## src/rtl/core/sbrp_pkg.sv

```systemverilog
// ----------------------------------------------------------------------------
// sbrp_pkg
// Shared types and constants for the STUN binding response parser.
// ----------------------------------------------------------------------------
package sbrp_pkg;

    localparam int unsigned CountWidth = 17;

    localparam logic [31:0]           MAGIC_COOKIE    = 32'h2112_A442;
    localparam logic [15:0]           TYPE_BIND_OK    = 16'h0101;
    localparam logic [15:0]           ATTR_XOR_MAPPED = 16'h0020;
    localparam logic [15:0]           ATTR_MAPPED     = 16'h0001;
    localparam logic [7:0]            FAMILY_IPV4     = 8'h01;
    localparam logic [CountWidth-1:0] COUNT_MAX       = 17'h1_FFFF;
    localparam logic [CountWidth-1:0] HEADER_BYTES    = 17'd20;

    typedef enum logic [2:0] {
        STATUS_OK         = 3'd0,
        STATUS_TOO_SHORT  = 3'd1,
        STATUS_WRONG_TYPE = 3'd2,
        STATUS_BAD_COOKIE = 3'd3,
        STATUS_ID_MISMATCH = 3'd4,
        STATUS_NO_ADDRESS = 3'd5
    } status_t;

    typedef struct packed {
        logic [7:0] data_byte;
        logic       end_of_datagram;
    } sbrp_req_t;

    typedef struct packed {
        logic [2:0]  status;
        logic [31:0] endpoint_ip;
        logic [15:0] endpoint_port;
        logic        from_xor_attribute;
    } sbrp_rsp_t;

endpackage

```

## src/rtl/core/sbrp_cfg_regs.sv

```systemverilog
// ----------------------------------------------------------------------------
// sbrp_cfg_regs
// APB register file holding the expected 96-bit transaction ID.
// ----------------------------------------------------------------------------
module sbrp_cfg_regs
    import sbrp_pkg::*;
(
    input  logic        clk,
    input  logic        rst_n,
    input  logic        psel,
    input  logic        penable,
    input  logic        pwrite,
    input  logic [3:0]  paddr,
    input  logic [63:0] pwdata,
    output logic [63:0] prdata,
    output logic        pready,
    output logic [31:0] txid_upper,
    output logic [63:0] txid_lower
);

    localparam logic REG_TXID_UPPER = 1'b0;
    localparam logic REG_TXID_LOWER = 1'b1;

    logic [31:0] txid_upper_reg;
    logic [63:0] txid_lower_reg;
    logic        wr_en;

    // registers sit on 8-byte boundaries; the low address bits select nothing
    assign wr_en  = psel && penable && pwrite;
    assign pready = 1'b1;

    always_ff @(posedge clk or negedge rst_n)
    begin
        if (!rst_n)
        begin
            txid_upper_reg <= '0;
            txid_lower_reg <= '0;
        end
        else if (wr_en)
        begin
            unique case (paddr[3])
                REG_TXID_UPPER: txid_upper_reg <= pwdata[31:0];
                REG_TXID_LOWER: txid_lower_reg <= pwdata;
                default: ;
            endcase
        end
    end

    always_comb
    begin
        unique case (paddr[3])
            REG_TXID_UPPER: prdata = {32'h0, txid_upper_reg};
            REG_TXID_LOWER: prdata = txid_lower_reg;
            default:        prdata = '0;
        endcase
    end

    assign txid_upper = txid_upper_reg;
    assign txid_lower = txid_lower_reg;

endmodule

```

## src/rtl/core/sbrp_parser.sv

```systemverilog
// ----------------------------------------------------------------------------
// sbrp_parser
// Per-datagram parse state: header checks, attribute walk and the result
// produced on the final byte.
// ----------------------------------------------------------------------------
module sbrp_parser
    import sbrp_pkg::*;
(
    input  logic        clk,
    input  logic        rst_n,
    input  logic        step,
    input  sbrp_req_t   req,
    input  logic [31:0] txid_upper,
    input  logic [63:0] txid_lower,
    output sbrp_rsp_t   rsp
);

    logic [CountWidth-1:0] byte_count_reg, byte_count_next;
    logic [31:0]           header_shift_reg, header_shift_next;
    logic [15:0]           message_length_reg, message_length_next;
    logic                  type_ok_reg, type_ok_next;
    logic                  cookie_ok_reg, cookie_ok_next;
    logic                  id_ok_reg, id_ok_next;
    logic                  walk_active_reg, walk_active_next;
    logic [CountWidth-1:0] next_start_reg, next_start_next;
    logic [15:0]           cur_type_reg, cur_type_next;
    logic [15:0]           cur_len_reg, cur_len_next;
    logic                  address_found_reg, address_found_next;
    logic [31:0]           found_address_reg, found_address_next;
    logic [15:0]           found_port_reg, found_port_next;
    logic                  found_is_xor_reg, found_is_xor_next;

    logic [CountWidth-1:0] pos;
    logic [7:0]            b;
    logic [31:0]           hs_shifted;
    logic [95:0]           txid_all;
    logic [3:0]            id_index;
    logic [6:0]            id_base;
    logic [7:0]            want_byte;
    logic [CountWidth-1:0] msg_end;
    logic [CountWidth-1:0] off;
    logic [15:0]           len_now;
    logic                  addr_type;

    // start of the following attribute: header plus body padded to 4 bytes
    function automatic logic [CountWidth-1:0] skip_target(
        input logic [CountWidth-1:0] start,
        input logic [15:0]           len
    );
        logic [CountWidth-1:0] padded;
        logic [CountWidth:0]   sum;
        padded = ({1'b0, len} + 17'd3) & ~17'd3;
        sum    = {1'b0, start} + 18'd4 + {1'b0, padded};
        return sum[CountWidth-1:0];
    endfunction

    assign pos        = byte_count_reg;
    assign b          = req.data_byte;
    assign hs_shifted = {header_shift_reg[23:0], b};
    assign txid_all   = {txid_upper, txid_lower};
    assign id_index   = 4'(pos[4:0] - 5'd8);
    assign id_base    = 7'd88 - {id_index, 3'b000};
    assign want_byte  = txid_all[id_base +: 8];
    assign msg_end    = HEADER_BYTES + {1'b0, message_length_reg};
    assign off        = pos - next_start_reg;
    assign len_now    = {cur_len_reg[15:8], b};
    assign addr_type  = (cur_type_reg == ATTR_XOR_MAPPED) ||
                        (cur_type_reg == ATTR_MAPPED);

    always_comb
    begin
        header_shift_next   = header_shift_reg;
        message_length_next = message_length_reg;
        type_ok_next        = type_ok_reg;
        cookie_ok_next      = cookie_ok_reg;
        id_ok_next          = id_ok_reg;
        walk_active_next    = walk_active_reg;
        next_start_next     = next_start_reg;
        cur_type_next       = cur_type_reg;
        cur_len_next        = cur_len_reg;
        address_found_next  = address_found_reg;
        found_address_next  = found_address_reg;
        found_port_next     = found_port_reg;
        found_is_xor_next   = found_is_xor_reg;
        rsp                 = '0;

        if (pos < HEADER_BYTES)
        begin
            header_shift_next = hs_shifted;
            if (pos == 17'd1)
                type_ok_next = (hs_shifted[15:0] == TYPE_BIND_OK);
            else if (pos == 17'd3)
                message_length_next = hs_shifted[15:0];
            else if (pos == 17'd7)
                cookie_ok_next = (hs_shifted == MAGIC_COOKIE);
            else if (pos >= 17'd8)
            begin
                if (b != want_byte)
                    id_ok_next = 1'b0;
            end
        end
        else if (walk_active_reg && !address_found_reg && pos >= next_start_reg)
        begin
            unique case (off)
                17'd0:
                begin
                    if (({1'b0, next_start_reg} + 18'd4) > {1'b0, msg_end})
                        walk_active_next = 1'b0;
                    else
                        cur_type_next = {b, 8'h00};
                end
                17'd1: cur_type_next = {cur_type_reg[15:8], b};
                17'd2: cur_len_next = {b, 8'h00};
                17'd3:
                begin
                    cur_len_next = len_now;
                    if (({1'b0, next_start_reg} + 18'd4 + {2'b00, len_now})
                        > {1'b0, msg_end})
                        walk_active_next = 1'b0;
                    else if (!(addr_type && len_now >= 16'd8))
                        next_start_next = skip_target(next_start_reg, len_now);
                end
                17'd5:
                begin
                    if (b != FAMILY_IPV4)
                        next_start_next = skip_target(next_start_reg, cur_len_reg);
                end
                17'd6: found_port_next = {b, 8'h00};
                17'd7: found_port_next = {found_port_reg[15:8], b};
                17'd8, 17'd9, 17'd10:
                    found_address_next = {found_address_reg[23:0], b};
                17'd11:
                begin
                    found_address_next = {found_address_reg[23:0], b};
                    address_found_next = 1'b1;
                    found_is_xor_next  = (cur_type_reg == ATTR_XOR_MAPPED);
                end
                default: ;
            endcase
        end

        byte_count_next = (byte_count_reg < COUNT_MAX) ? byte_count_reg + 17'd1
                                                       : byte_count_reg;

        // verdict, checked in priority order
        if (byte_count_next < HEADER_BYTES)
            rsp.status = STATUS_TOO_SHORT;
        else if (!type_ok_next)
            rsp.status = STATUS_WRONG_TYPE;
        else if ((HEADER_BYTES + {1'b0, message_length_next}) > byte_count_next)
            rsp.status = STATUS_TOO_SHORT;
        else if (!cookie_ok_next)
            rsp.status = STATUS_BAD_COOKIE;
        else if (!id_ok_next)
            rsp.status = STATUS_ID_MISMATCH;
        else if (!address_found_next)
            rsp.status = STATUS_NO_ADDRESS;
        else
        begin
            rsp.status = STATUS_OK;
            if (found_is_xor_next)
            begin
                rsp.endpoint_ip        = found_address_next ^ MAGIC_COOKIE;
                rsp.endpoint_port      = found_port_next ^ MAGIC_COOKIE[31:16];
                rsp.from_xor_attribute = 1'b1;
            end
            else
            begin
                rsp.endpoint_ip   = found_address_next;
                rsp.endpoint_port = found_port_next;
            end
        end

        // drop all per-datagram state after the final byte
        if (req.end_of_datagram)
        begin
            byte_count_next     = '0;
            header_shift_next   = '0;
            message_length_next = '0;
            type_ok_next        = 1'b0;
            cookie_ok_next      = 1'b0;
            id_ok_next          = 1'b1;
            walk_active_next    = 1'b1;
            next_start_next     = HEADER_BYTES;
            cur_type_next       = '0;
            cur_len_next        = '0;
            address_found_next  = 1'b0;
            found_address_next  = '0;
            found_port_next     = '0;
            found_is_xor_next   = 1'b0;
        end
    end

    always_ff @(posedge clk or negedge rst_n)
    begin
        if (!rst_n)
        begin
            byte_count_reg     <= '0;
            header_shift_reg   <= '0;
            message_length_reg <= '0;
            type_ok_reg        <= 1'b0;
            cookie_ok_reg      <= 1'b0;
            id_ok_reg          <= 1'b1;
            walk_active_reg    <= 1'b1;
            next_start_reg     <= HEADER_BYTES;
            cur_type_reg       <= '0;
            cur_len_reg        <= '0;
            address_found_reg  <= 1'b0;
            found_address_reg  <= '0;
            found_port_reg     <= '0;
            found_is_xor_reg   <= 1'b0;
        end
        else if (step)
        begin
            byte_count_reg     <= byte_count_next;
            header_shift_reg   <= header_shift_next;
            message_length_reg <= message_length_next;
            type_ok_reg        <= type_ok_next;
            cookie_ok_reg      <= cookie_ok_next;
            id_ok_reg          <= id_ok_next;
            walk_active_reg    <= walk_active_next;
            next_start_reg     <= next_start_next;
            cur_type_reg       <= cur_type_next;
            cur_len_reg        <= cur_len_next;
            address_found_reg  <= address_found_next;
            found_address_reg  <= found_address_next;
            found_port_reg     <= found_port_next;
            found_is_xor_reg   <= found_is_xor_next;
        end
    end

endmodule

```

## src/rtl/core/stun_binding_response_parser_unit.sv

```systemverilog
// ----------------------------------------------------------------------------
// stun_binding_response_parser_unit
// Streams a received STUN datagram byte by byte and reports the mapped
// public IPv4 endpoint from a binding success response.
// ----------------------------------------------------------------------------
// One request carries one datagram byte; the request flagged as the final
// byte yields exactly one response with the status and, on success, the
// public address and port (XOR form already unmasked). Requests are taken
// at one per cycle: each byte passes from an input register through the
// parse logic; the response to a final byte goes into the response register.
// Only a final byte waits, and only while an earlier response is still held
// in the output register and stalled. The user must set the expected
// transaction ID over APB (txid_upper at 0x0, txid_lower at 0x8) only while
// no datagram is in flight; the block itself does not enforce this.
module stun_binding_response_parser_unit
    import sbrp_pkg::*;
(
    input  logic        clk,
    input  logic        rst_n,
    input  logic        req_valid,
    output logic        req_stall,
    input  sbrp_req_t   req_data,
    output logic        rsp_valid,
    input  logic        rsp_stall,
    output sbrp_rsp_t   rsp_data,
    input  logic        psel,
    input  logic        penable,
    input  logic        pwrite,
    input  logic [3:0]  paddr,
    input  logic [63:0] pwdata,
    output logic [63:0] prdata,
    output logic        pready
);

    logic        req_valid_reg;
    sbrp_req_t   req_data_reg;
    logic        rsp_valid_reg;
    sbrp_rsp_t   rsp_data_reg;
    sbrp_rsp_t   parse_rsp;
    logic        advance;
    logic [31:0] txid_upper;
    logic [63:0] txid_lower;

    sbrp_cfg_regs u_cfg (
        .clk        (clk),
        .rst_n      (rst_n),
        .psel       (psel),
        .penable    (penable),
        .pwrite     (pwrite),
        .paddr      (paddr),
        .pwdata     (pwdata),
        .prdata     (prdata),
        .pready     (pready),
        .txid_upper (txid_upper),
        .txid_lower (txid_lower)
    );

    sbrp_parser u_parser (
        .clk        (clk),
        .rst_n      (rst_n),
        .step       (advance),
        .req        (req_data_reg),
        .txid_upper (txid_upper),
        .txid_lower (txid_lower),
        .rsp        (parse_rsp)
    );

    // hold a final byte only while the response slot is occupied and stalled
    assign advance   = req_valid_reg &&
                       !(req_data_reg.end_of_datagram && rsp_valid_reg && rsp_stall);
    assign req_stall = req_valid_reg && !advance;

    always_ff @(posedge clk or negedge rst_n)
    begin
        if (!rst_n)
        begin
            req_valid_reg <= 1'b0;
            rsp_valid_reg <= 1'b0;
        end
        else
        begin
            if (!req_stall)
                req_valid_reg <= req_valid;
            if (advance && req_data_reg.end_of_datagram)
                rsp_valid_reg <= 1'b1;
            else if (!rsp_stall)
                rsp_valid_reg <= 1'b0;
        end
    end

    always_ff @(posedge clk)
    begin
        if (req_valid && !req_stall)
            req_data_reg <= req_data;
        if (advance && req_data_reg.end_of_datagram)
            rsp_data_reg <= parse_rsp;
    end

    assign rsp_valid = rsp_valid_reg;
    assign rsp_data  = rsp_data_reg;

endmodule

```

## config.mk

```make
export PLATFORM = sky130hd
export DESIGN_NAME = stun_binding_response_parser_unit
export DESIGN_NICKNAME = d
export VERILOG_FILES = /design/src/rtl/core/sbrp_pkg.sv /design/src/rtl/core/sbrp_cfg_regs.sv /design/src/rtl/core/sbrp_parser.sv /design/src/rtl/core/stun_binding_response_parser_unit.sv
export SDC_FILE = /design/constraint.sdc
export NUM_CORES = 1
export LEC_CHECK = 0
export BUFFER_PORTS_ARGS = -buffer_cell sky130_fd_sc_hd__clkbuf_2
export CAP_MARGIN = 20
export CORE_MARGIN = 5
export CORE_UTILIZATION = 60
export CTS_CLUSTER_DIAMETER = 200
export DETAILED_ROUTE_END_ITERATION = 6
export PLACE_DENSITY = 0.81
export SYNTH_ARGS = -nofsm -noshare
export SYNTH_HDL_FRONTEND = slang
export SYNTH_SLANG_ARGS = --single-unit
```

## constraint.sdc

```tcl
create_clock -name clk -period 7.2 [get_ports clk]
set_input_delay 1.44 -clock clk [delete_from_list [all_inputs] [get_ports clk]]
set_output_delay 1.44 -clock clk [all_outputs]
set_load 0.01 [all_outputs]
```

[Word level (Yosys, flattened, before mapping)]
Index checks and enable logic that the tools add are counted.
Operators by class
  add/sub/neg operators: 12
  $lt $le $gt $ge: 9
  equality and inequality tests: 30
  shift operators: 1
  multiplexer cells: 71
  bitwise gates (word level): 7
  reduce and logical (&&, ||, !) cells: 37
Operators by type and width (count)
  two-way mux 16 bit: 14
  two-way mux 17 bit: 8
  two-way mux 32 bit: 4
  one-hot mux 64 bit (2 select lines): 1
  one-hot mux 16 bit (2 select lines): 3
  indexed part select 96 x 8 -> 8 bit: 1
  equality test 17 x 3 -> 1 bit, second input constant: 4
  equality test 17 x 4 -> 1 bit, second input constant: 4
  equality test 17 x 2 -> 1 bit, second input constant: 3
  two-way mux 24 bit: 2
  two-way mux 46 bit: 1
  greater-than comparator 18 x 17 -> 1 bit: 2
  adder 16 x 2 -> 17 bit, second input constant: 2
  adder 17 bit: 2
  adder 5 x 16 -> 17 bit, first input constant: 2
  equality test 17 x 1 -> 1 bit, second input constant: 2
  < comparator 17 x 5 -> 1 bit, second input constant: 2
  one-hot mux 17 bit (2 select lines): 1
  equality test 32 x 30 -> 1 bit, second input constant: 1
  two-way mux 1 bit: 31
  adder 17 x 3 -> 18 bit, second input constant: 1
  adder 18 x 16 -> 18 bit: 1
  adder 17 x 1 -> 17 bit, second input constant: 1
  >= comparator 17 bit: 1
  other kinds (35): 73
Storage, ports and cells
  register bits after elaboration: 319
  bits of input ports: 84
  output and inout port bits: 119
  word-level logic and storage cells: 194

[Longest topological paths before layout]
Gate-level depths: netlist of run 1.
  depth in word-level cells: 14
  depth in mapped cells: 27
  gate-level depth less buffers: 23

[Hierarchy]
A second synthesis of run 1 with hierarchy kept.
Second synthesis, totals
  cell total of the unflattened synthesis: 1932
  area total of the unflattened synthesis: 19791.5 µm²
Modules (own cells, without submodules)
  sbrp_parser: times used 1, cells an instance 1583, area an instance 13649.3 µm², seq. area each 3958.8 µm²
  sbrp_cfg_regs: times used 1, cells an instance 276, area an instance 4205.3 µm², seq. area each 2402.3 µm²
  stun_binding_response_parser_unit: times used 1, cells an instance 73, area an instance 1936.9 µm², seq. area each 1881.8 µm²

[Worst setup path before layout of run 1]
OpenSTA, ideal clock, no wires.
  kind: register to register
  start point: register u_parser.next_start_reg[2]
  end point: register u_parser.next_start_reg[16]
  setup time: 0.101 ns
  arrival time: 5.392 ns
  data required time: 7.099 ns
  slack: 1.707 ns
  cell stages (with the launch flop): 25
  buffers on the path: 1
  clock period less this slack: 5.493 ns
  path through: dfstp_2 -> inv_1 -> ha_1 -> o211ai_1 -> a211oi_1 -> or3_1 -> o221ai_1 -> o21ai_0 -> or3_1 -> or2_2 -> clkbuf_1 -> mux2_2 -> ha_1 -> inv_1 -> fa_1 -> nor2b_1 -> o21ai_0 -> a21boi_0 -> o211ai_1 -> a21oi_1 -> o31ai_1 -> nor2_1 -> a211o_1 -> o31a_1 -> o32ai_1
Between the ends
  cells in the longest elaborated chain, start to end: 8
  elaborated cells between the ends (all ways): 23
  classes of those cells: add/sub: 5; order compare: 2; eq/ne: 5; mux: 7; reduce/logical: 4
Ends and longest elaborated chain
  start, declared: line sbrp_parser.sv:25  | logic [CountWidth-1:0] next_start_reg, next_start_next;
  start signal, assigned: line sbrp_parser.sv:222  | next_start_reg <= next_start_next;
  parallel branches: the longest is 8 deep, another holds adder 17 x 3 -> 18 bit
Several ways; the timed one is not identified. The select of a mux whose other input is x is not followed.
A chain may end at the register's enable or synchronous reset.

[Final worst setup path of run 1]
Same ends and word-level chain as after synthesis.

==> results.py, run 1 <==
metrics = {
    "layout": {
        "largest_reg_flops": 64,
        "final_cell_mix": "dfrtp_1 (251), nand2_1 (220), clkbuf_2 (197), mux2_2 (157), o21ai_0 (125)",
        "seq_area_um2": 8240,
        "stdcell_count": 2650,
        "final_common_cell": "dfrtp_1",
        "synthToLayoutAreaGrowth_pct": 12.3,
        "nets": 2365,
        "diodes": 0,
        "multi_input_area_um2": 11100,
        "num-fill-cells": 2505,
        "stdcell_area_um2": 22500,
        "finalCoreUtilization_pct": 67.7,
        "drive_gt1_share_pct": 22.4,
    },
    "timing": {
        "slew_viol_final": 0,
        "rsz0062_at_grt": "no",
        "slew-limit-headroom_pct": 30.1,
        "hold_viol": 0,
        "clock_skew_ns": 0.0311,
        "tightest_slew_ns": 1.05,
        "post-route-min-period_ns": 6.34,
        "finalSetupTns_ns": 0,
        "max_freq_mhz": 158,
        "fin_hold_ws_ns": 0.486,
        "setup_violations": 0,
        "post-route-period-util_pct": 88.1,
        "setup_ws_ns": 0.857,
    },
    "setup_path": {
        "cp.required_ns": 7.58,
        "cp-end-kind": "register",
        "critPathMaxStageDelay_ns": 0.56,
        "cp_slowest_cell": "dfstp_2",
        "cp_data_arrival_time_ns": 6.72,
        "worstPathMaxFanout": 11,
        "critPathLaunchType": "register",
        "worstPathCellList": "inv_1 > ha_1 > o211ai_1 > a211oi_1 > nor3_1 > o21ai_0 > a21o_1 > a211o_1 > or2_2 > mux2_2 > ha_1 > inv_1 > fa_1 > nor2b_1 > o21ai_0 > a21boi_0 > o211ai_1 > a21oi_1 > o31ai_1 > nor2_1 > a211o_1 > nor4_1 > o32ai_1",
        "crit_type": "reg -> reg",
    },
    "detailed_routing": {
        "wl_um": 57800,
        "antenna_left": 0,
        "via_per_inst": 6.37,
        "wire_per_inst_um": 21.8,
        "dr.pass1.iters": 7,
        "first_iter_violations": 1461,
        "num_vias": 16900,
        "route.detailed.drc": 0,
    },
    "clocking": {
        "cts_root_buf": "clkbuf_16",
        "cts_setup_buffers": 0,
        "tritoncts": "built",
        "cts_htree_levels": 2,
        "cts_resized": 0,
        "clock_path_buffers": 3,
        "hold_buffers": 0,
        "cts.clk_slew.worst_paths_ns": 0.06,
        "clk_latency_ns": 0.55,
        "cts_sinks": 317,
        "numCtsBuffers": 36,
    },
    "placement": {
        "place_hpwl_um": 40200,
        "finalWeightedCongestion": 0.973,
        "place_area_um2": 21400,
        "post-place-ws_ns": 0.943,
        "place_inst": 2585,
        "portBuffers": 198,
    },
    "power": {
        "p_total_mw": 6.70,
        "powerDensity_nw_per_um2": 297,
        "power_leakage_nw": 9.66,
        "vdd_ir_drop_max_v": 0.000245,
    },
    "grt": {
        "grt_use_met1_pct": 40.7,
        "grt.busiest_layer": "met2",
        "grt_pass1_vias": 16800,
        "grt_pass1_wl_um": 91300,
        "grt_remaining_overflow": 0,
        "use_met3_pct": 6.91,
        "antenna_found_initial": 1,
        "use_met2_pct": 49.8,
        "track_usage_pct": 31.0,
        "grt_max_degree": 151,
    },
    "job": {
        "max_cap_violations": 0,
    },
    "die": {
        "rows": 67,
        "start_util_pct": 60.3,
        "die_w_um": 193,
        "core_um2": 33300,
        "pin_count": 203,
        "dieHeight_um": 193,
        "dieArea_um2": 37200,
    },
    "status": {
        "outcome": "finished, final reports clean",
    },
    "logic_synthesis": {
        "syn_area_um2": 20100,
        "synth_cells": 2035,
        "syn_avg_cell_area_um2": 9.86,
        "synthFlopType": "dfrtp_1",
        "synth_edf_count": 61,
        "synth-seq-cells": 317,
        "synthArstFlopShare_pct": 80.8,
        "ys_types": 84,
        "yosysSeqAreaShare_pct": 41.1,
        "syn-num-nets": 2225,
        "yosys_warnings": 0,
    },
    "worst_hold_path": {
        "hp-class": "reg -> reg",
    },
}
==> power breakdown <==
part	total (mW)	leakage [nW]	internal [mW]	switching, mW
Combinational	2.56	5.16	1.13	1.43
Clock	1.81	0.571	1.04	0.768
Sequential	2.33	3.93	2.06	0.272
==> logic make-up after synthesis <==
group | count (synthesis) | share of synthesized area, %
AND/OR/NAND/NOR | 630 | 15.4
AO/OA/AOI/OAI | 461 | 14.8
flip-flops | 317 | 41.1
multiplexers | 217 | 13.3
buffers and inverters | 187 | 3.64
XOR/XNOR | 115 | 5.02
adder cells (fa/ha/maj) | 106 | 6.65
other | 2 | 0.0374
==> cell usage after synthesis, drive strengths merged (18+ instances only) <==
cell      n  area [µm²]
and3     25         156
a22oi    49         368
buf      27         130
nand3    66         330
nand2   221         830
and2     44         275
inv      62         233
nor4     21         161
a22o     25         219
clkbuf   98         368
xor2     33         289
nor3     33         170
o21a     18         135
mux2i    36         364
a21o     18         135
a21oi   100         508
ha      105        1310
dfrtp   252        6310
nand4    25         156
xnor2    82         718
mux4     24         541
edfxtp   61        1830
mux2    157        1770
o21ai   145         729
nor2    114         428
==> critical path, delay by kind of cell (launching register included) <==
family	cells	cell delay (ns)
AND/OR/NAND/NOR	5	1.19
adder cells (fa/ha/maj)	3	0.83
multiplexers	1	0.34
AO/OA/AOI/OAI	12	3.06
buffers and inverters	2	0.20
flip-flops	1	0.56
==> path summary, 6_finish.rpt <==
path                       cells after the start                                      end                                   start  slack (ns)
hold / removal                                 2         u_parser.type_ok_reg$_DFFE_PN0P_        u_parser.type_ok_reg$_DFFE_PN0P_        0.49
setup / recovery                              23  u_parser.next_start_reg[16]$_DFFE_PN0P_  u_parser.next_start_reg[2]$_DFFE_PN1P_        0.86
max in group asynchronous                      2         u_cfg.txid_lower[49]$_DFFE_PN0P_                                   rst_n        4.92
hold reg to reg                                2         u_parser.type_ok_reg$_DFFE_PN0P_        u_parser.type_ok_reg$_DFFE_PN0P_        0.49
setup reg to reg                              23  u_parser.next_start_reg[16]$_DFFE_PN0P_  u_parser.next_start_reg[2]$_DFFE_PN1P_        0.86
min in group asynchronous                      1  u_parser.next_start_reg[11]$_DFFE_PN0P_                                   rst_n        0.92
==> routing by layer <==
layer	part of all wire [%]	up-vias
li1	-	7689
met2	47	780
met4	4.4	0
met1	40	8258
met5	0	-
met3	8.2	155
==> area by class of cell <==
cell class	count	share of cell area, %
clock inverter	10	0.427
sequential	317	36.6
clock buffer	55	4.77
multi-input combinational	1531	49.2
tap	448	2.49
timing repair buffer	227	5.46
inverter	62	1.03
No activity file was read; power rests on OpenSTA's default activity.
==> inputs of run 2 (changes only) <==
ABC_CLOCK_PERIOD_IN_PS = 7200   (was not set)
PLACE_DENSITY = not set   (was 0.81)
PLACE_DENSITY_LB_ADDON = 0.25   (was not set)
==> run 2 against run 1 <==
Effect of this change:
- via count fell by 1.6%
- non-clock buffer count fell by 1
- flip-flop and latch count did not move
- critical endpoint unchanged
- largest cell class unchanged
==> results.py, run 2 (synthesis results as in run 1) <==
metrics = {
    "timing": {
        "hold_viol": 0,
        "tightest_slew_ns": 1.07,
        "finalSetupTns_ns": 0,
        "slew_viol_final": 0,
        "post-route-min-period_ns": 6.29,
        "setup_violations": 0,
        "setup_ws_ns": 0.905,
        "slew-limit-headroom_pct": 28.2,
        "rsz0062_at_grt": "no",
        "post-route-period-util_pct": 87.4,
        "max_freq_mhz": 159,
        "clock_skew_ns": 0.0298,
    },
    "grt": {
        "track_usage_pct": 30.4,
        "antenna_found_initial": 0,
        "grt_remaining_overflow": 0,
        "grt_pass1_wl_um": 89500,
        "grt_max_degree": 146,
        "grt_pass1_vias": 16600,
    },
    "setup_path": {
        "worstPathMaxFanout": 11,
        "r2r_cells": 23,
        "crit_type": "reg -> reg",
        "cp.required_ns": 7.65,
        "critPathLaunch": "u_parser.next_start_reg[2]$_DFFE_PN1P_",
        "reg2reg_from": "u_parser.next_start_reg[2]$_DFFE_PN1P_",
        "setup.worst_path.end": "u_parser.next_start_reg[16]$_DFFE_PN0P_",
        "worst_r2r_endpoint": "u_parser.next_start_reg[16]$_DFFE_PN0P_",
        "cp_data_arrival_time_ns": 6.74,
        "critPathLaunchType": "register",
        "cp-end-kind": "register",
        "reg2reg_slack_ns": 0.91,
    },
    "detailed_routing": {
        "via_per_inst": 6.27,
        "wire_per_inst_um": 21.3,
        "dr.pass1.iters": 5,
        "first_iter_violations": 1600,
        "wl_um": 56400,
        "num_vias": 16600,
        "antenna_left": 0,
        "route.detailed.drc": 0,
    },
    "die": {
        "die_w_um": 193,
        "start_util_pct": 60.3,
        "core_um2": 33300,
        "dieHeight_um": 193,
        "dieArea_um2": 37200,
        "rows": 67,
        "pin_count": 203,
    },
    "clocking": {
        "cts_resized": 0,
        "cts.clk_slew.worst_paths_ns": 0.06,
        "numCtsBuffers": 37,
        "hold_buffers": 0,
        "clk_latency_ns": 0.55,
        "cts_htree_levels": 2,
        "cts_setup_buffers": 0,
        "tritoncts": "built",
        "cts_sinks": 317,
        "cts_root_buf": "clkbuf_16",
        "clock_path_buffers": 3,
    },
    "power": {
        "power_leakage_nw": 9.66,
        "vdd_ir_drop_max_v": 0.000231,
        "powerDensity_nw_per_um2": 296,
    },
    "layout": {
        "num-fill-cells": 2569,
        "multi_input_area_um2": 11100,
        "drive_gt1_share_pct": 22.2,
        "stdcell_count": 2649,
        "finalCoreUtilization_pct": 67.8,
        "seq_area_um2": 8240,
        "final_cell_mix": "dfrtp_1 (251), nand2_1 (220), clkbuf_2 (197), mux2_2 (157), o21ai_0 (125)",
        "largest_reg_flops": 64,
        "nets": 2365,
        "synthToLayoutAreaGrowth_pct": 12.4,
        "diodes": 0,
        "final_common_cell": "dfrtp_1",
    },
    "placement": {
        "portBuffers": 198,
        "place_inst": 2584,
        "finalWeightedCongestion": 0.987,
        "place_hpwl_um": 39300,
        "post-place-ws_ns": 1.03,
    },
    "job": {
        "max_cap_violations": 0,
    },
    "status": {
        "outcome": "finished, final reports clean",
    },
    "worst_hold_path": {
        "hp-class": "reg -> reg",
    },
}
-- run 2: cell count changes in the layout (fill, tap and decap cells not counted), sizes merged --
| cell | before | now |
|---|---|---|
| bufinv | 0 | 1 |
| clkinvlp | 1 | 2 |
| clkinv | 8 | 5 |
| buf | 30 | 29 |
| clkbuf | 252 | 253 |
-- run 2: worst min path at each step --
stage | from | to | slack [ns] | cells after the start
finish | u_parser.found_port_reg[1]$_DFFE_PN0P_ | u_parser.found_port_reg[1]$_DFFE_PN0P_ | 0.48 | 2
global placement | u_parser.found_port_reg[1]$_DFFE_PN0P_ | u_parser.found_port_reg[1]$_DFFE_PN0P_ | 0.46 | 2
floorplan | u_parser.found_port_reg[1]$_DFFE_PN0P_ | u_parser.found_port_reg[1]$_DFFE_PN0P_ | 0.44 | 2
CTS | u_parser.found_port_reg[1]$_DFFE_PN0P_ | u_parser.found_port_reg[1]$_DFFE_PN0P_ | 0.48 | 2
detailed placement | u_parser.cookie_ok_reg$_DFFE_PN0P_ | u_parser.cookie_ok_reg$_DFFE_PN0P_ | 0.47 | 2
global route | u_parser.cookie_ok_reg$_DFFE_PN0P_ | u_parser.cookie_ok_reg$_DFFE_PN0P_ | 0.50 | 2
-- run 2: power by group --
group / internal [mW] / leakage [nW] / total (mW) / switching [mW]
Sequential: 2.06 / 3.93 / 2.32 / 0.262
Clock: 1.08 / 0.570 / 1.82 / 0.748
Combinational: 1.13 / 5.16 / 2.53 / 1.40
Total: 4.27 / 9.66 / 6.68 / 2.41
-- run 2: cell type report --
| type | count | share of cell area [%] |
|---|---|---|
| tap | 448 | 2.49 |
| multi-input combinational | 1531 | 49.2 |
| sequential | 317 | 36.6 |
| clock inverter | 9 | 0.444 |
| timing repair buffer | 226 | 5.48 |
| inverter | 62 | 1.03 |
| clock buffer | 56 | 4.78 |
-- run 2: critical path, cell delays in order (launching register included) --
cell and delay, ns:
dfstp_2 0.55, inv_1 0.14, ha_1 0.44, nor2b_1 0.21
o31ai_2 0.42, a21oi_2 0.15, o32ai_1 0.32, o2111ai_1 0.27
or3_1 0.48, or2_2 0.45, mux2_2 0.34, ha_1 0.20
inv_1 0.07, fa_1 0.20, nor2b_1 0.05, o21ai_0 0.20
a21boi_0 0.17, o211ai_1 0.24, a21oi_1 0.14, o31ai_1 0.44
nor2_1 0.10, a211o_1 0.26, o31a_1 0.11, o32ai_1 0.27
-- run 2: per-layer routing --
metal,share of wire (%),track usage (%),vias to the layer above
met2,48,49.9,726
met3,8.3,5.37,111
met1,41,41.3,8096
met4,3.0,9.76,0
li1,-,-,7678
met5,0,0,-
-- run 2: through the flow --
| stage | cell area, µm² | power [mW] | hold WS (ns) |
|---|---|---|---|
| 6_report | 22500 | 6.68 | 0.480 |
| 3_3_place_gp | 21400 | 4.71 | 0.455 |
| 5_1_grt | 22500 | 7.06 | 0.504 |
| 4_1_cts | 22500 | 6.67 | 0.477 |
| 2_1_floorplan | 20100 | 4.11 | 0.442 |
| 3_5_place_dp | 21400 | 4.81 | 0.467 |
==> inputs of run 3 (changes only) <==
REMOVE_ABC_BUFFERS = 1   (was not set)
==> run 3 against run 2 <==
Effect of this change:
- total power is 2.1% higher
- maximum frequency is 1.6% higher
- register-to-register slack better by 0.10 ns
- setup slack better by 0.10 ns
- core utilization is 0.25 points higher
- clock-buffer cell count is 7 lower
- sequential power hardly changed
- cell count hardly changed
- die area stayed put
- cell area is 0.37% higher
- critical path depth stayed put
==> results.py, run 3 (synthesis results as in run 1) <==
metrics = {
    "placement": {
        "place_inst": 2584,
        "place_hpwl_um": 39800,
        "finalWeightedCongestion": 0.980,
        "portBuffers": 198,
        "post-place-ws_ns": 1.08,
    },
    "timing": {
        "slew-limit-headroom_pct": 27.8,
        "hold_viol": 0,
        "setup_ws_ns": 1.01,
        "clock_skew_ns": 0.0209,
        "setup_violations": 0,
        "fin_hold_ws_ns": 0.490,
        "finalSetupTns_ns": 0,
        "slew_viol_final": 0,
        "post-route-period-util_pct": 86.0,
        "tightest_slew_ns": 1.08,
        "max_freq_mhz": 161,
        "post-route-min-period_ns": 6.19,
        "rsz0062_at_grt": "no",
    },
    "layout": {
        "final_common_cell": "dfrtp_1",
        "nets": 2364,
        "stdcell_count": 2650,
        "final_cell_mix": "dfrtp_1 (251), nand2_1 (220), clkbuf_2 (197), mux2_2 (157), o21ai_0 (125)",
        "synthToLayoutAreaGrowth_pct": 12.8,
        "largest_reg_flops": 64,
        "diodes": 0,
        "finalCoreUtilization_pct": 68.0,
        "drive_gt1_share_pct": 22.6,
    },
    "power": {
        "powerDensity_nw_per_um2": 301,
        "vdd_ir_drop_max_v": 0.000239,
        "switching_power_mw": 2.44,
        "power_frac_clock_pct": 28.7,
        "power_frac_seq_pct": 34.0,
        "p_int_mw": 4.38,
        "swShare_pct": 35.8,
        "power_leakage_nw": 9.71,
        "combPwrFrac_pct": 37.3,
    },
    "setup_path": {
        "critPathLaunchType": "register",
        "cp_data_arrival_time_ns": 6.55,
        "cp-end-kind": "register",
        "crit_type": "reg -> reg",
        "worstPathMaxFanout": 11,
        "cp.required_ns": 7.56,
    },
    "grt": {
        "grt_remaining_overflow": 0,
        "grt_max_degree": 148,
        "antenna_found_initial": 0,
        "track_usage_pct": 30.0,
        "grt_pass1_wl_um": 88800,
        "grt_pass1_vias": 16300,
    },
    "clocking": {
        "clk_latency_ns": 0.53,
        "cts_htree_levels": 2,
        "hold_buffers": 0,
        "numCtsBuffers": 36,
        "cts.clk_slew.worst_paths_ns": 0.06,
        "cts_setup_buffers": 0,
        "cts_sinks": 317,
        "tritoncts": "built",
        "cts_root_buf": "clkbuf_16",
        "cts_resized": 0,
        "clock_path_buffers": 3,
    },
    "die": {
        "dieArea_um2": 37200,
        "core_um2": 33300,
        "rows": 67,
        "die_w_um": 193,
        "start_util_pct": 60.3,
        "dieHeight_um": 193,
        "pin_count": 203,
    },
    "detailed_routing": {
        "route.detailed.drc": 0,
        "wire_per_inst_um": 21.2,
        "antenna_left": 0,
        "dr.pass1.iters": 7,
        "via_per_inst": 6.26,
        "first_iter_violations": 1460,
        "wl_um": 56200,
        "num_vias": 16600,
    },
    "job": {
        "max_cap_violations": 0,
    },
    "status": {
        "outcome": "finished, final reports clean",
    },
    "worst_hold_path": {
        "hp-class": "reg -> reg",
    },
}
-- run 3: final timing paths --
kind	from	end	slack (ns)	depth (start not counted)
min in group asynchronous	rst_n	u_cfg.txid_lower[19]$_DFFE_PN0P_	0.95	1
min	u_parser.found_port_reg[1]$_DFFE_PN0P_	u_parser.found_port_reg[1]$_DFFE_PN0P_	0.49	2
max	u_parser.next_start_reg[2]$_DFFE_PN1P_	u_parser.next_start_reg[16]$_DFFE_PN0P_	1.01	23
min reg2reg	u_parser.found_port_reg[1]$_DFFE_PN0P_	u_parser.found_port_reg[1]$_DFFE_PN0P_	0.49	2
max reg2reg	u_parser.next_start_reg[2]$_DFFE_PN1P_	u_parser.next_start_reg[16]$_DFFE_PN0P_	1.01	23
max in group asynchronous	rst_n	u_cfg.txid_upper[12]$_DFFE_PN0P_	4.92	2
-- run 3: power by group through the flow --
stage	combinational (mW)	clock (mW)	sequential [mW]
6_report	2.54	1.96	2.32
5_1_grt	2.81	2.06	2.34
4_1_cts	2.51	1.98	2.30
3_5_place_dp	2.49	0	2.33
3_3_place_gp	2.41	0	2.32
2_1_floorplan	1.80	0	2.28
-- run 3: final cells by class --
type	instances	area, µm²
inverter	62	233
multi-input combinational	1531	11100
sequential	317	8240
timing repair buffer	226	1220
clock inverter	17	210
clock buffer	49	1060
fill	2652	10600
tap	448	561
-- run 3: critical path, stage by stage, from the launching register on --
cell      delay, ns
dfstp_2        0.55
inv_1          0.11
ha_1           0.41
o211ai_1       0.36
a211oi_1       0.17
nor3_1         0.42
o21ai_0        0.27
a21o_1         0.25
a211o_1        0.37
or2_2          0.41
mux2_2         0.32
ha_1           0.20
inv_1          0.07
fa_1           0.20
nor2b_1        0.06
o21ai_0        0.20
a21boi_0       0.18
o211ai_1       0.24
a21oi_1        0.13
o31ai_1        0.44
nor2_1         0.09
a211o_1        0.25
nor4_1         0.20
o32ai_1        0.12
-- run 3: stage by stage --
step                      instance area, µm²  power, mW
after floorplan                        19600       4.08
after global placement                 21400       4.73
after detailed placement               21400       4.83
after CTS                              22600       6.80
after global routing                   22600       7.21
final                                  22600       6.82
-- run 3: metal layers --
layer  wire length, µm  share of wire [%]  track usage (%)  up-vias
met1             23000                 41             40.8     8128
met3              4650                8.3             6.24      102
met2             27200                 48             49.4      683
li1                  -                  -                -     7673
met4              1300                2.3             7.73        0
met5                 0                  0                0        -
